===== src/sv/cotb_pkg.sv =====
package cotb_pkg;

    // 64-bit offset header words at the head of a hybrid partition
    localparam int HDR_WORDS   = 4;
    localparam int CIP_W       = 6;
    localparam int QUEUE_DEPTH = 4;
    localparam int Q_PTR_W     = $clog2(QUEUE_DEPTH);
    localparam int Q_CNT_W     = $clog2(QUEUE_DEPTH + 1);

    typedef logic [1:0] table_mode_t;
    localparam table_mode_t MODE_NONE   = 2'd0;
    localparam table_mode_t MODE_OFFSET = 2'd1;
    localparam table_mode_t MODE_HYBRID = 2'd2;

    typedef logic cfg_index_t;
    localparam cfg_index_t CFG_TABLE_MODE       = 1'b0;
    localparam cfg_index_t CFG_BLOCKS_PER_CHUNK = 1'b1;

    // Work handed from the front to the back for one accepted block
    typedef struct packed {
        logic             hdr_valid;
        logic [23:0]      hdr_index;
        logic [63:0]      hdr_value;
        logic             part_valid;
        logic [23:0]      part_index;
        logic [15:0]      part_value;
        logic [CIP_W-1:0] fill_count;
        logic [23:0]      fill_index;
    } cmd_t;

endpackage


===== src/sv/cotb_front.sv =====
module cotb_front
    import cotb_pkg::*;
#(
    parameter int CHUNKS_PER_PARTITION = 32
)
(
    input  logic        clk,
    input  logic        rst_n,
    input  logic        cfg_valid,
    input  cfg_index_t  cfg_index,
    input  logic [15:0] cfg_data,
    input  logic        in_accept,
    input  logic [15:0] block_length,
    input  logic        last_block,
    output logic        push,
    output cmd_t        cmd
);

    localparam int PART_WORDS = HDR_WORDS + CHUNKS_PER_PARTITION;

    table_mode_t      table_mode_reg;
    logic [15:0]      blocks_per_chunk_reg;
    logic [63:0]      running_offset_reg, running_offset_next;
    logic [15:0]      chunk_partial_reg, chunk_partial_next;
    logic [15:0]      blocks_in_chunk_reg, blocks_in_chunk_next;
    logic [23:0]      chunk_number_reg, chunk_number_next;
    logic [CIP_W-1:0] chunk_in_partition_reg, chunk_in_partition_next;
    logic [19:0]      partition_number_reg, partition_number_next;

    logic             mode_off, mode_hyb, active, done, part_wrap;
    logic [23:0]      part_base;
    logic [15:0]      partial_sum;
    logic [CIP_W-1:0] cip_inc;
    logic [63:0]      addend;

    always_comb
    begin
        mode_off    = (table_mode_reg == MODE_OFFSET);
        mode_hyb    = (table_mode_reg == MODE_HYBRID);
        active      = mode_off || mode_hyb;
        part_base   = {4'd0, partition_number_reg} * 24'(PART_WORDS);
        partial_sum = chunk_partial_reg + block_length;
        // a zero chunk size behaves like one
        done        = last_block ||
                      (({1'b0, blocks_in_chunk_reg} + 17'd1) >= {1'b0, blocks_per_chunk_reg});
        cip_inc     = chunk_in_partition_reg + {{(CIP_W-1){1'b0}}, 1'b1};
        part_wrap   = (cip_inc >= CIP_W'(CHUNKS_PER_PARTITION));

        chunk_in_partition_next = chunk_in_partition_reg;
        partition_number_next   = partition_number_reg;
        if (done)
        begin
            chunk_in_partition_next = part_wrap ? '0 : cip_inc;
            if (part_wrap)
                partition_number_next = partition_number_reg + 20'd1;
        end

        // offset mode sums every block, hybrid only the partials of completed chunks
        if (mode_off)
            addend = {48'd0, block_length};
        else if (done)
            addend = {48'd0, partial_sum};
        else
            addend = '0;
        running_offset_next  = running_offset_reg + addend;
        chunk_partial_next   = done ? 16'd0 : partial_sum;
        blocks_in_chunk_next = done ? 16'd0 : blocks_in_chunk_reg + 16'd1;
        chunk_number_next    = done ? chunk_number_reg + 24'd1 : chunk_number_reg;

        cmd.hdr_valid  = active && (blocks_in_chunk_reg == 16'd0) &&
                         (mode_off || (chunk_in_partition_reg == '0));
        cmd.hdr_index  = mode_off ? chunk_number_reg : part_base;
        cmd.hdr_value  = running_offset_reg;
        cmd.part_valid = mode_hyb && done;
        cmd.part_index = part_base + 24'(HDR_WORDS) + 24'(chunk_in_partition_reg);
        cmd.part_value = partial_sum;
        // no fill after a partition wrap, so part_base still holds
        cmd.fill_count = (mode_hyb && last_block && (chunk_in_partition_next != '0)) ?
                         CIP_W'(CHUNKS_PER_PARTITION) - chunk_in_partition_next : '0;
        cmd.fill_index = part_base + 24'(HDR_WORDS) + 24'(chunk_in_partition_next);

        push = in_accept && (cmd.hdr_valid || cmd.part_valid);
    end

    always_ff @(posedge clk or negedge rst_n)
    begin
        if (!rst_n)
        begin
            table_mode_reg         <= MODE_NONE;
            blocks_per_chunk_reg   <= 16'd1;
            running_offset_reg     <= '0;
            chunk_partial_reg      <= '0;
            blocks_in_chunk_reg    <= '0;
            chunk_number_reg       <= '0;
            chunk_in_partition_reg <= '0;
            partition_number_reg   <= '0;
        end
        else
        begin
            if (cfg_valid)
            begin
                case (cfg_index)
                    CFG_TABLE_MODE:       table_mode_reg       <= cfg_data[1:0];
                    CFG_BLOCKS_PER_CHUNK: blocks_per_chunk_reg <= cfg_data;
                    default:              ;
                endcase
            end
            if (in_accept && active)
            begin
                if (last_block)
                begin
                    running_offset_reg     <= '0;
                    chunk_partial_reg      <= '0;
                    blocks_in_chunk_reg    <= '0;
                    chunk_number_reg       <= '0;
                    chunk_in_partition_reg <= '0;
                    partition_number_reg   <= '0;
                end
                else
                begin
                    running_offset_reg     <= running_offset_next;
                    chunk_partial_reg      <= chunk_partial_next;
                    blocks_in_chunk_reg    <= blocks_in_chunk_next;
                    chunk_number_reg       <= chunk_number_next;
                    chunk_in_partition_reg <= chunk_in_partition_next;
                    partition_number_reg   <= partition_number_next;
                end
            end
        end
    end

endmodule


===== src/sv/cotb_fifo.sv =====
module cotb_fifo
    import cotb_pkg::*;
(
    input  logic clk,
    input  logic rst_n,
    input  logic push,
    input  cmd_t push_data,
    input  logic pop,
    output cmd_t pop_data,
    output logic full,
    output logic not_empty
);

    cmd_t               entries [QUEUE_DEPTH];
    logic [Q_PTR_W-1:0] wr_ptr_reg, rd_ptr_reg;
    logic [Q_CNT_W-1:0] count_reg;
    logic               do_push, do_pop;

    assign full      = (count_reg == Q_CNT_W'(QUEUE_DEPTH));
    assign not_empty = (count_reg != '0);
    assign do_push   = push && !full;
    assign do_pop    = pop && not_empty;
    assign pop_data  = entries[rd_ptr_reg];

    always_ff @(posedge clk)
    begin
        if (do_push)
            entries[wr_ptr_reg] <= push_data;
    end

    always_ff @(posedge clk or negedge rst_n)
    begin
        if (!rst_n)
        begin
            wr_ptr_reg <= '0;
            rd_ptr_reg <= '0;
            count_reg  <= '0;
        end
        else
        begin
            if (do_push)
                wr_ptr_reg <= (wr_ptr_reg == Q_PTR_W'(QUEUE_DEPTH - 1)) ? '0 :
                              wr_ptr_reg + {{(Q_PTR_W-1){1'b0}}, 1'b1};
            if (do_pop)
                rd_ptr_reg <= (rd_ptr_reg == Q_PTR_W'(QUEUE_DEPTH - 1)) ? '0 :
                              rd_ptr_reg + {{(Q_PTR_W-1){1'b0}}, 1'b1};
            case ({do_push, do_pop})
                2'b10:   count_reg <= count_reg + {{(Q_CNT_W-1){1'b0}}, 1'b1};
                2'b01:   count_reg <= count_reg - {{(Q_CNT_W-1){1'b0}}, 1'b1};
                default: ;
            endcase
        end
    end

endmodule


===== src/sv/cotb_back.sv =====
module cotb_back
    import cotb_pkg::*;
(
    input  logic        clk,
    input  logic        rst_n,
    input  logic        q_valid,
    input  cmd_t        q_cmd,
    output logic        q_pop,
    output logic        out_valid,
    input  logic        out_stall,
    output logic [23:0] entry_index,
    output logic [63:0] entry_value,
    output logic        entry_wide,
    output logic        last_result
);

    logic             hdr_pend_reg, part_pend_reg;
    logic [CIP_W-1:0] fill_left_reg;
    logic [23:0]      hdr_index_reg, part_index_reg, fill_index_reg;
    logic [63:0]      hdr_value_reg;
    logic [15:0]      part_value_reg;
    logic             out_valid_reg;
    logic [23:0]      entry_index_reg;
    logic [63:0]      entry_value_reg;
    logic             entry_wide_reg, last_result_reg;

    logic             busy, out_load, emit, more;
    logic [23:0]      sel_index;
    logic [63:0]      sel_value;
    logic             sel_wide;

    always_comb
    begin
        busy     = hdr_pend_reg || part_pend_reg || (fill_left_reg != '0);
        out_load = !out_valid_reg || !out_stall;
        emit     = out_load && busy;
        if (hdr_pend_reg)
        begin
            sel_index = hdr_index_reg;
            sel_value = hdr_value_reg;
            sel_wide  = 1'b1;
            more      = part_pend_reg || (fill_left_reg != '0);
        end
        else if (part_pend_reg)
        begin
            sel_index = part_index_reg;
            sel_value = {48'd0, part_value_reg};
            sel_wide  = 1'b0;
            more      = (fill_left_reg != '0);
        end
        else
        begin
            sel_index = fill_index_reg;
            sel_value = '0;
            sel_wide  = 1'b0;
            more      = (fill_left_reg > {{(CIP_W-1){1'b0}}, 1'b1});
        end
        // take the next command as the current one hands over its final result
        q_pop = q_valid && (!busy || (emit && !more));
    end

    always_ff @(posedge clk or negedge rst_n)
    begin
        if (!rst_n)
        begin
            hdr_pend_reg  <= 1'b0;
            part_pend_reg <= 1'b0;
            fill_left_reg <= '0;
            out_valid_reg <= 1'b0;
        end
        else
        begin
            if (q_pop)
            begin
                hdr_pend_reg  <= q_cmd.hdr_valid;
                part_pend_reg <= q_cmd.part_valid;
                fill_left_reg <= q_cmd.fill_count;
            end
            else if (emit)
            begin
                if (hdr_pend_reg)
                    hdr_pend_reg <= 1'b0;
                else if (part_pend_reg)
                    part_pend_reg <= 1'b0;
                else
                    fill_left_reg <= fill_left_reg - {{(CIP_W-1){1'b0}}, 1'b1};
            end
            if (out_load)
                out_valid_reg <= emit;
        end
    end

    always_ff @(posedge clk)
    begin
        if (q_pop)
        begin
            hdr_index_reg  <= q_cmd.hdr_index;
            hdr_value_reg  <= q_cmd.hdr_value;
            part_index_reg <= q_cmd.part_index;
            part_value_reg <= q_cmd.part_value;
            fill_index_reg <= q_cmd.fill_index;
        end
        else if (emit && !hdr_pend_reg && !part_pend_reg)
            fill_index_reg <= fill_index_reg + 24'd1;
        if (emit)
        begin
            entry_index_reg <= sel_index;
            entry_value_reg <= sel_value;
            entry_wide_reg  <= sel_wide;
            last_result_reg <= !more;
        end
    end

    assign out_valid   = out_valid_reg;
    assign entry_index = entry_index_reg;
    assign entry_value = entry_value_reg;
    assign entry_wide  = entry_wide_reg;
    assign last_result = last_result_reg;

endmodule


===== src/sv/chunk_offset_table_builder.sv =====
// Chunk offset table builder. Takes one block length per cycle (in_stall rises only
// when the four-deep command queue between the block counters and the result
// sequencer fills) and writes table entries at one per cycle while out_stall is low,
// from an output register that the first entry of an item reaches through the command
// queue and the sequencer's pending registers. An item gives between zero and
// CHUNKS_PER_PARTITION + 1 entries: a 64-bit offset at a chunk or partition start,
// a 16-bit chunk partial in hybrid mode, and on the last block the zero fill of the
// partition's unused slots. Input rate is one block per cycle while each block yields
// at most one entry and out_stall is low; otherwise the output port sets it.
// cfg_ready is always high; write configuration only while no entries are outstanding.
module chunk_offset_table_builder
    import cotb_pkg::*;
#(
    parameter int CHUNKS_PER_PARTITION = 32
)
(
    input  logic        clk,
    input  logic        rst_n,
    input  logic        cfg_valid,
    output logic        cfg_ready,
    input  cfg_index_t  cfg_index,
    input  logic [15:0] cfg_data,
    input  logic        in_valid,
    output logic        in_stall,
    input  logic [15:0] block_length,
    input  logic        last_block,
    output logic        out_valid,
    input  logic        out_stall,
    output logic [23:0] entry_index,
    output logic [63:0] entry_value,
    output logic        entry_wide,
    output logic        last_result
);

    logic push, q_full, q_valid, q_pop;
    cmd_t push_cmd, q_cmd;

    assign cfg_ready = 1'b1;
    assign in_stall  = q_full;

    cotb_front #(
        .CHUNKS_PER_PARTITION(CHUNKS_PER_PARTITION)
    ) u_front (
        .clk          (clk),
        .rst_n        (rst_n),
        .cfg_valid    (cfg_valid),
        .cfg_index    (cfg_index),
        .cfg_data     (cfg_data),
        .in_accept    (in_valid && !q_full),
        .block_length (block_length),
        .last_block   (last_block),
        .push         (push),
        .cmd          (push_cmd)
    );

    cotb_fifo u_queue (
        .clk       (clk),
        .rst_n     (rst_n),
        .push      (push),
        .push_data (push_cmd),
        .pop       (q_pop),
        .pop_data  (q_cmd),
        .full      (q_full),
        .not_empty (q_valid)
    );

    cotb_back u_back (
        .clk         (clk),
        .rst_n       (rst_n),
        .q_valid     (q_valid),
        .q_cmd       (q_cmd),
        .q_pop       (q_pop),
        .out_valid   (out_valid),
        .out_stall   (out_stall),
        .entry_index (entry_index),
        .entry_value (entry_value),
        .entry_wide  (entry_wide),
        .last_result (last_result)
    );

endmodule


===== config.mk =====
export PLATFORM = sky130hd
export DESIGN_NAME = chunk_offset_table_builder
export DESIGN_NICKNAME = d
export VERILOG_FILES = /design/src/sv/cotb_pkg.sv /design/src/sv/cotb_front.sv /design/src/sv/cotb_fifo.sv /design/src/sv/cotb_back.sv /design/src/sv/chunk_offset_table_builder.sv
export SDC_FILE = /design/constraint.sdc
export NUM_CORES = 1
export LEC_CHECK = 0
export ABC_AREA = 0
export BUFFER_PORTS_ARGS = -buffer_cell sky130_fd_sc_hd__buf_2
export CORE_MARGIN = 2
export CORE_UTILIZATION = 39
export CTS_BUF_LIST = sky130_fd_sc_hd__clkbuf_8 sky130_fd_sc_hd__clkbuf_16
export DETAILED_ROUTE_END_ITERATION = 10
export GPL_TIMING_DRIVEN = 0
export PLACE_DENSITY = 0.56
export SYNTH_ARGS = -nofsm -noshare
export SYNTH_HDL_FRONTEND = slang
export SYNTH_SLANG_ARGS = --single-unit

===== constraint.sdc =====
create_clock -name clk -period 7.8 [get_ports clk]
set_clock_uncertainty 0.1 [all_clocks]
set_input_delay 0.78 -clock clk [delete_from_list [all_inputs] [get_ports clk]]
set_output_delay 0.78 -clock clk [all_outputs]
set_load 0.02 [all_outputs]

==> summary.txt <==
Timing
  – Final hold vios: 0
  – Setup TNS Final: 0 ns
  – Worst-Margin Slew: 1.21 ns
  – RSZ-0062 raised after global routing: no
  – Min Tclk post-route: a little over 7 ns
  – F_max: 140 MHz
  – Worst hold slack: 0.201 ns
  – Slew Viols, Final: 0
  – Tcrit/Tclk final: 0.919
  – Worst slew margin: 0.193
  – Setup violations, final: 0

Routing
  – Vias per std cell: 5.26
  – DR vias: 25600
  – DRT Wirelength: 107000 µm
  – DRC: 0
  – WL per Instance: 22.1 µm
  – Detailed-router iteration count before antenna repair: 6
  – 1st-iter DRT viols: 1886
  – DRT antenna net count: 0

Setup path
  – Slowest stage cell on the critical path: a2111oi_4
  – Type of the worst setup path: flip-flop to flip-flop
  – Crit path required time: between 8 and 9 ns
  – Max FO, Critical Path: 19
  – CP Launch Type: flip-flop
  – Max incr delay on CP: 0.47 ns
  – WP data arrival: about 7.6 ns
  – CP Capture Type: flip-flop

Logic synthesis
  – Distinct cells, synth: 84
  – Synthesis-stage register bit count: roughly 1100
  – Commonest register cell after synthesis: edfxtp_1
  – Gate Count Post-Synth: 2979
  – Syn nets: ~3100
  – YS warnings: 0
  – Synth Area per Inst: 15.3 µm²
  – Sequential-to-total area share from yosys stat: 0.680
  – Synth async-reset ratio: 0.169
  – EDFF count, synth: ~880
  – Synthesized area: 45600 µm²

Global routing
  – Initial antenna violation count: 6
  – Total gr overflow: 0
  – Largest net degree at the start of global routing: 100
  – Vias in the first global route: 26300
  – GRT Util Overall: 0.180
  – First-pass GRT wire length: 163000 µm

Die
  – Core Footprint: 116000 µm²
  – Die area: approximately 120000 µm²
  – Initial Utilization: 0.393
  – Cell Rows: roughly 130
  – Die X: 346 µm
  – I/O pin count: 132
  – Die Y: between 300 and 400 µm

Pwr
  – Total chip power: 15.3 mW
  – Sequential power share: 0.474
  – Leakage: 18.8 nW
  – Switching Fraction: 0.276
  – Clock Power Share: 0.338
  – P_int: 11.1 mW
  – Comb pwr share: 0.188
  – Peak VDD IR: 0.000180 V
  – PD cells: 293 nW/µm²
  – Sw power: 4.23 mW

Final layout
  – Share of layout cells above drive strength 1: 0.163
  – Core Util, Final: 0.451
  – Max FFs per register: 640
  – Number of nets in the layout: 3397
  – Register bank with the most flops: u_queue.entries
  – Most frequent cells in the layout: edfxtp_1, nand2_1, dfrtp_1
  – Design Area, Final: approximately 52000 µm²
  – Commonest non-fill, non-tap cell in the layout: edfxtp_1
  – Layout area overhead: 14.7%

Clocking
  – CTS Buffer Depth: 3
  – H-Tree Depth: 3
  – Clk_lat worst skew: 0.71 ns
  – Clock root cell: clkbuf_16
  – CTS clk-pin slew, worst paths: 0.06 ns
  – CTS tree: yes
  – Number of CTS-inserted buffers: 109
  – CTS sink cnt: 1062

Outcome
  – Result of the run: complete, no violations

Placement
  – DP HPWL: 72400 µm
  – Port bufs: 130
  – GP Congestion: 0.837
  – Post-DP Area: just under 50000 µm²

Run
  – MaxCap Viol Count: 0

Hold path
  – HP Class: input pin to flip-flop
## per-stage QoR
| step | setup WS [ns] | instances |
|---|---|---|
| after floorplan | 0.581 | 2979 |
| after global placement | -3.81 | 4633 |
| after detailed placement | -0.463 | 4652 |
| after CTS | 0.0376 | 4858 |
| after global routing | 0.119 | 4862 |
| final | 0.634 | 4862 |
## timing repair
item | 4_1_cts | 5_1_grt
setup endpoints to repair | 30 | 45
endpoints found under the hold margin | 6 | 0
gates resized for setup | 1 | 9
pin swaps | 0 | 2
hold buffers | 1 | 0
setup buffers | 0 | 4
## final timing paths
check	from	endpoint	slack [ns]	depth (start not counted)
setup reg to reg	u_front.blocks_in_chunk_reg[0]	u_front.running_offset_reg[63]	0.63	28
setup / recovery	u_front.blocks_in_chunk_reg[0]	u_front.running_offset_reg[63]	0.63	28
hold reg to reg	u_front.chunk_partial_reg[7]	u_front.chunk_partial_reg[7]	0.39	2
min in group asynchronous	rst_n	u_front.chunk_partial_reg[1]	0.55	2
max in group asynchronous	rst_n	u_front.running_offset_reg[52]	6.00	3
hold / removal	cfg_data[5]	u_front.blocks_per_chunk_reg[5]	0.20	2
## area by class of cell
cell class              instances  area, µm²
repair buffers                154       1180
fillers                     10300      63700
clock buffers                 122       2910
clock inverters                84        678
diodes                          1       2.50
plain buffers                 122        493
inverters                      95        357
well taps                    1524       1910
multi-input cells            1698      13800
flip-flops and latches       1062      31000
## worst max-delay path, delay by kind of cell (launching register included)
family / cells / cell delay [ns]
xor+xnor: 2 / 0.39
fa+ha+maj: 3 / 0.92
compound gates: 11 / 2.85
flops: 1 / 0.45
simple gates: 9 / 1.49
buf+inv: 3 / 0.78
## synth_stat cells (all sizes together) (6+ instances only)
| library cell | instances | share of area |
|---|---|---|
| or3 | 25 | 0.0034 |
| xnor2 | 109 | 0.021 |
| o21ai | 141 | 0.015 |
| and3 | 35 | 0.0048 |
| dfrtp | 179 | 0.098 |
| a21o | 25 | 0.0041 |
| nand4 | 27 | 0.0037 |
| o2111ai | 9 | 0.0019 |
| mux2 | 31 | 0.0077 |
| o211ai | 13 | 0.0021 |
| a22o | 30 | 0.0058 |
| nand3 | 76 | 0.0085 |
| inv | 95 | 0.0078 |
| a211oi | 6 | 0.0011 |
| mux4 | 160 | 0.079 |
| o31ai | 23 | 0.0038 |
| or2 | 8 | 0.0011 |
| and2 | 67 | 0.0092 |
| nor2b | 13 | 0.0018 |
| and4 | 6 | 0.0012 |
| a31oi | 6 | 0.00082 |
| nor3 | 46 | 0.0052 |
| nand2 | 246 | 0.020 |
| mux2i | 29 | 0.0064 |
| ha | 110 | 0.030 |
| fa | 6 | 0.0026 |
| xor2 | 92 | 0.018 |
| nand2b | 14 | 0.0021 |
| nor2 | 157 | 0.013 |
| clkbuf | 89 | 0.0073 |
| buf | 35 | 0.0034 |
| nor4 | 31 | 0.0053 |
| edfxtp | 882 | 0.58 |
| a21oi | 80 | 0.0088 |
## routing by layer
metal | global-route usage | vias to the layer above | part of all wire
li1 | - | 11900 | -
met3 | 0.0317 | 185 | 0.051
met1 | 0.240 | 12900 | 0.44
met2 | 0.298 | 576 | 0.48
met5 | 0 | - | 0.00061
met4 | 0.0609 | 12 | 0.029
## power by group through the flow
stage	logic, mW	clock network [mW]	registers, mW
2_1_floorplan	1.92	0	7.39
3_3_place_gp	2.82	0	7.49
3_5_place_dp	2.92	0	7.37
4_1_cts	2.93	5.30	7.26
5_1_grt	3.17	5.52	7.32
6_report	2.88	5.17	7.26
## cell families after synthesis
kind of cell	Yosys count	synth area share
AOI/OAI and AO/OA	385	0.0536
and+or+nand+nor	775	0.0837
muxes	220	0.0930
xor gates and xnor gates	201	0.0386
adders and majority gates	116	0.0328
DFF	1062	0.680
buffers and inverters	219	0.0185
other	1	0.0000822
(Power assumes the default switching activity.)
